<file path="src/sv/sbm_pkg.sv">
// Shared constants, types and command structs for the spectrum bar meter.
package sbm_pkg;

  localparam int NUM_BAND   = 4;
  localparam int BIN_COUNT  = 1024;
  localparam int HEIGHT_MAX = 32;

  localparam int MAG_W  = 24;
  localparam int IDX_W  = 12;
  localparam int BAND_W = 2;
  localparam int LVL_W  = 8;
  localparam int HGT_W  = 16;
  localparam int LOG_W  = 21;   // Q5.16
  localparam int Y_W    = 31;   // Q1.30 mantissa
  localparam int SCL_W  = 40;
  localparam int NUM_W  = 32;
  localparam int CNT_W  = 6;

  localparam logic [18:0] DB_SCALE_Q16 = 19'd394566;
  localparam logic [IDX_W:0] BIN_LIMIT = (IDX_W+1)'(BIN_COUNT);
  localparam logic [NUM_W-1:0] TGT_SCALE = NUM_W'(HEIGHT_MAX * 256);
  localparam logic [CNT_W-1:0] LOG_LAST = CNT_W'(17);
  localparam logic [CNT_W-1:0] DIV_LAST = CNT_W'(NUM_W);

  localparam logic [23:0] RST_NOISE_FLOOR = 24'd16;
  localparam logic [15:0] RST_GAIN_DECAY  = 16'd65208;
  localparam logic [15:0] RST_BAR_FALL    = 16'd128;
  localparam logic [7:0]  RST_HOLD_FRAMES = 8'd30;
  localparam logic [15:0] RST_HOLD_FALL   = 16'd64;
  localparam logic [15:0] RST_DB_FLOOR    = 16'hC400;
  localparam logic [47:0] RST_LOW_BINS    = 48'd19174294339585;
  localparam logic [47:0] RST_HIGH_BINS   = 48'd63776338853899;

  typedef enum logic [2:0] {
    CFG_NOISE_FLOOR = 3'd0,
    CFG_GAIN_DECAY  = 3'd1,
    CFG_BAR_FALL    = 3'd2,
    CFG_HOLD_FRAMES = 3'd3,
    CFG_HOLD_FALL   = 3'd4,
    CFG_DB_FLOOR    = 3'd5,
    CFG_LOW_BINS    = 3'd6,
    CFG_HIGH_BINS   = 3'd7
  } cfg_idx_t;

  typedef enum logic [7:0] {
    ST_IDLE  = 8'b0000_0001,
    ST_GAIN  = 8'b0000_0010,
    ST_DECAY = 8'b0000_0100,
    ST_LOGG  = 8'b0000_1000,
    ST_LOGE  = 8'b0001_0000,
    ST_SCALE = 8'b0010_0000,
    ST_DIV   = 8'b0100_0000,
    ST_EMIT  = 8'b1000_0000
  } state_t;

  typedef struct packed {
    logic              in_rdy;
    logic              gain_cmp;
    logic              gain_dec;
    logic              log_ld;
    logic              log_sel_gain;
    logic              log_step;
    logic              lg_latch;
    logic              scale;
    logic              div_ld;
    logic              div_step;
    logic              emit;
    logic              clear;
    logic [BAND_W-1:0] band;
  } cmd_t;

  typedef struct packed {
    logic last_fire;
    logic out_free;
  } sts_t;

endpackage

</file>
<file path="src/sv/sbm_ctrl.sv">
// Frame-end sequencer: gain update, log2, scaling, divide and per-band emit.
module sbm_ctrl (
  input  logic          clk,
  input  logic          rst_n,
  input  sbm_pkg::sts_t sts,
  output sbm_pkg::cmd_t cmd
);
  import sbm_pkg::*;

  state_t            state_r, state_nxt;
  logic [CNT_W-1:0]  cnt_r, cnt_nxt;
  logic [BAND_W-1:0] band_r, band_nxt;

  always_ff @(posedge clk) begin
    if (!rst_n) begin
      state_r <= ST_IDLE;
      cnt_r   <= '0;
      band_r  <= '0;
    end else begin
      state_r <= state_nxt;
      cnt_r   <= cnt_nxt;
      band_r  <= band_nxt;
    end
  end

  always_comb begin
    state_nxt = state_r;
    cnt_nxt   = cnt_r;
    band_nxt  = band_r;
    cmd       = '0;
    cmd.band  = band_r;
    case (state_r)
      ST_IDLE: begin
        cmd.in_rdy = 1'b1;
        if (sts.last_fire) begin
          state_nxt = ST_GAIN;
        end
      end
      ST_GAIN: begin
        cmd.gain_cmp = 1'b1;
        state_nxt    = ST_DECAY;
      end
      ST_DECAY: begin
        cmd.gain_dec = 1'b1;
        cnt_nxt      = '0;
        state_nxt    = ST_LOGG;
      end
      ST_LOGG: begin
        cmd.log_sel_gain = 1'b1;
        cmd.log_ld       = (cnt_r == '0);
        cmd.log_step     = (cnt_r != '0) && (cnt_r != LOG_LAST);
        cnt_nxt          = cnt_r + CNT_W'(1);
        if (cnt_r == LOG_LAST) begin
          cmd.lg_latch = 1'b1;
          cnt_nxt      = '0;
          band_nxt     = '0;
          state_nxt    = ST_LOGE;
        end
      end
      ST_LOGE: begin
        cmd.log_ld   = (cnt_r == '0);
        cmd.log_step = (cnt_r != '0) && (cnt_r != LOG_LAST);
        cnt_nxt      = cnt_r + CNT_W'(1);
        if (cnt_r == LOG_LAST) begin
          cnt_nxt   = '0;
          state_nxt = ST_SCALE;
        end
      end
      ST_SCALE: begin
        cmd.scale = 1'b1;
        state_nxt = ST_DIV;
      end
      ST_DIV: begin
        cmd.div_ld   = (cnt_r == '0);
        cmd.div_step = (cnt_r != '0);
        cnt_nxt      = cnt_r + CNT_W'(1);
        if (cnt_r == DIV_LAST) begin
          cnt_nxt   = '0;
          state_nxt = ST_EMIT;
        end
      end
      ST_EMIT: begin
        if (sts.out_free) begin
          cmd.emit = 1'b1;
          if (band_r == BAND_W'(NUM_BAND - 1)) begin
            cmd.clear = 1'b1;
            state_nxt = ST_IDLE;
          end else begin
            band_nxt  = band_r + BAND_W'(1);
            state_nxt = ST_LOGE;
          end
        end
      end
      default: begin
        state_nxt = ST_IDLE;
      end
    endcase
  end

endmodule

</file>
<file path="config.mk">
export PLATFORM = sky130hd
export DESIGN_NAME = sbm_ctrl
export DESIGN_NICKNAME = d
export VERILOG_FILES = /design/src/sv/sbm_pkg.sv /design/src/sv/sbm_ctrl.sv
export SDC_FILE = /design/constraint.sdc
export NUM_CORES = 1
export LEC_CHECK = 0
export ABC_AREA = 1
export BUFFER_PORTS_ARGS = -buffer_cell sky130_fd_sc_hd__buf_4
export CAP_MARGIN = 20
export CORE_UTILIZATION = 30
export CTS_CLUSTER_DIAMETER = 50
export DETAILED_ROUTE_END_ITERATION = 16
export GPL_TIMING_DRIVEN = 0
export PLACE_DENSITY = 0.56
export SLEW_MARGIN = 20
export SYNTH_ARGS = -nofsm -noshare
export SYNTH_HDL_FRONTEND = slang
export SYNTH_SLANG_ARGS = --single-unit
</file>
<file path="constraint.sdc">
create_clock -name clk -period 2.95 [get_ports clk]
set_input_delay 0.295 -clock clk [delete_from_list [all_inputs] [get_ports clk]]
set_output_delay 0.295 -clock clk [all_outputs]
set_load 0.01 [all_outputs]
</file>
==> metrics.yaml <==
routed_via_density: 4.37
p_leak_nw: 0.682
nets: 200
cts.sinks: 16
synth_seq_cells: 16
crit_chain: "inv_1, ha_1, nand2_1, inv_1, nand3_1, nand2_2, nor2_1, buf_4"
cts_root_buffer: "clkbuf_8"
cp_slowest_cell: "dfxtp_1"
gp_congestion: 0.776
rows: 21
cts_inserted_buffers: 3
grt.total_usage: 0.132
vias: 1031
finalCriticalPeriod_ns: 1.76
power_density_nw_per_um2: 541
switching_share: 0.394
p_int_mw: 0.439
fin_crit_sh: 0.597
layout-drive-gt1-share: 0.253
grt_antenna_before_repair: 0
dpl_cell_area_um2: 1300
h-tree-depth: 1
synth_cells: 170
coreArea_um2: 3440
crit_buf_inv: 3
ys_warn_count: 0
syn_area_per_cell_um2: 6.56
rsz0062_at_grt: "false"
grt_pass1_vias: 955
dieArea_um2: 3960
clk_latency_ns: 0.25
whs_ns: 0.328
crit_cells: 8
whs_path_depth: 3
critPathLaunchType: "register"
synth_cell_type_count: 22
switchingPower_mw: 0.286
slew_viol_final: 0
fillers: 384
skew_ns: 0.00141
setup_viol: 0
ir_drop_mv: 0.177
combPwrFrac: 0.412
io_buffers: 17
postCtsHoldBufs: 0
pwr-share-clk: 0.227
io_pins: 18
status: "finished clean"
hold_viol: 0
final_cells: 236
synth_top_area_frac: 0.287
fin_area_um2: 1340
synth_top_area_cell: "dfxtp_1"
start_util: 0.324
cp.required_ns: 2.65
wirelength_um: 2370
tightest_slew_ns: 0.300
drv_cap: 0
postCtsSetupRepairBufs: 0
cts_buffer_depth: 2
cp_max_fo: 4
critical_path_class: "reg -> out"
die-width_um: 63.0
ys_seq_area_frac: 0.287
grt_max_degree: 11
fmax_ghz: 0.568
syn-num-nets: 178
ant_nets: 0
die_height_um: 63.0
place_inst: 233
wl_per_cell_um: 10.1
finalSetupTns_ns: 0
critPathTopFamily: "simple AND/OR/NAND/NOR gates"
route.detailed.drc: 0
reg2reg_slack_ns: 1.38
drtIter0Drc: 34
end_kind: "primary output"
crit_path_max_incr_delay_ns: 0.37
synth_top_cells_by_area: "dfxtp_1, nand2_1, inv_1"
clk_pin_slew_ns: 0.06
grt_pass1_wl_um: 4170
cts_tree: "done"
max-slew-margin-rel: 0.799
syn_area_um2: 1110
drt_first_pass_iters: 4
area_delta_synth_final_pct: 20.3
ctsResizeCount: 0
critPathArrivalTime_ns: 1.47
dp_hpwl_um: 1890
diodes: 0
r2r_cells: 10
cpMostUsedCell: "inv_1"
hold_class: "in -> reg"
grt_overflow: 0
p_seq_frac: 0.361
==> cell usage after synthesis <==
library cell / n
a21oi_1: 10
a21oi_2: 1
clkinv_1: 1
dfxtp_1: 16
ha_1: 4
inv_1: 26
inv_2: 6
nand2_1: 34
nand2_2: 5
nand2_4: 4
nand3_1: 18
nand3_2: 2
nand4_1: 2
nor2_1: 24
nor2_2: 3
nor2_4: 7
nor3_1: 1
nor4_1: 1
o211ai_1: 1
o21ai_0: 1
or2_0: 1
xor2_1: 2
==> final timing paths <==
path | from | to
worst max register to register | cnt_r[0] | band_r[0]
worst min-delay path | rst_n | state_r[4]
worst max-delay path | cnt_r[1] | cmd[8]
worst min register to register | band_r[1] | band_r[1]
==> metrics by stage <==
| step | setup WS, ns | total power, mW | utilization |
|---|---|---|---|
| 2_1_floorplan | 1.61 | 0.498 | - |
| 3_3_place_gp | 1.38 | 0.569 | 0.378 |
| 3_5_place_dp | 1.39 | 0.569 | 0.378 |
| 4_1_cts | 1.17 | 0.734 | 0.390 |
| 5_1_grt | 1.07 | 0.786 | 0.390 |
| 6_report | 1.19 | 0.725 | 0.390 |
==> metal layers <==
layer	vias to the layer above	track usage	share of wire
li1	564	-	-
met1	446	0.175	0.49
met2	16	0.212	0.46
met3	5	0.0255	0.036
met4	0	0.0436	0.014
met5	-	0	0
==> worst reg2reg max path: stages, from the launching register on <==
cell	delay (ns)
dfxtp_1	0.42
ha_1	0.17
nand2_1	0.05
inv_1	0.05
nand3_1	0.15
nand3_1	0.19
nand2_1	0.09
nor2_2	0.18
nand2_1	0.07
nand2_1	0.07
nor2_2	0.03
==> area by class of cell <==
| class | count | area (um2) | share of cell area |
|---|---|---|---|
| clock buffers | 3 | 41.3 | 0.0308 |
| inverters | 33 | 124 | 0.0924 |
| multi-input cells | 121 | 671 | 0.500 |
| flip-flops and latches | 16 | 320 | 0.239 |
| well taps | 46 | 57.6 | 0.0429 |
| repair buffers | 17 | 128 | 0.0951 |
==> power groups by stage <==
stage | combinational [mW] | sequential [mW] | clock, mW
after global routing | 0.343 | 0.264 | 0.179
after CTS | 0.304 | 0.262 | 0.169
after detailed placement | 0.303 | 0.266 | 0
after global placement | 0.303 | 0.266 | 0
after floorplan | 0.235 | 0.263 | 0
final | 0.299 | 0.262 | 0.165
==> registers in the layout (all words and copies together) (netlist names) <==
signal	flops
state_r	8
cnt_r	6
band_r	2
==> placed cells by master (no fill, tap or decap) <==
| cell type | synthesis | final |
|---|---|---|
| nor2_1 | 24 | 24 |
| nand3_1 | 18 | 18 |
| a21oi_2 | 1 | 1 |
| nand2_4 | 4 | 4 |
| xor2_1 | 2 | 2 |
| clkinv_1 | 1 | 1 |
| nand2_2 | 5 | 5 |
| nor4_1 | 1 | 1 |
| ha_1 | 4 | 4 |
| nor2_4 | 7 | 7 |
| nand2_1 | 34 | 34 |
| nand3_2 | 2 | 2 |
| or2_0 | 1 | 1 |
| buf_4 | 0 | 17 |
| inv_2 | 6 | 6 |
| inv_1 | 26 | 26 |
| nor3_1 | 1 | 1 |
| dfxtp_1 | 16 | 16 |
| a21oi_1 | 10 | 10 |
| o211ai_1 | 1 | 1 |
| clkbuf_8 | 0 | 3 |
| nand4_1 | 2 | 2 |
| o21ai_0 | 1 | 1 |
| nor2_2 | 3 | 3 |
==> kinds of logic after synthesis <==
| group | Yosys count | share of synthesized area |
|---|---|---|
| xor+xnor | 2 | 0.0157 |
| buf+inv | 33 | 0.111 |
| compound gates | 13 | 0.0640 |
| simple gates | 102 | 0.477 |
| fa+ha+maj | 4 | 0.0449 |
| flops | 16 | 0.287 |
No activity file was read; power rests on OpenSTA's default activity.
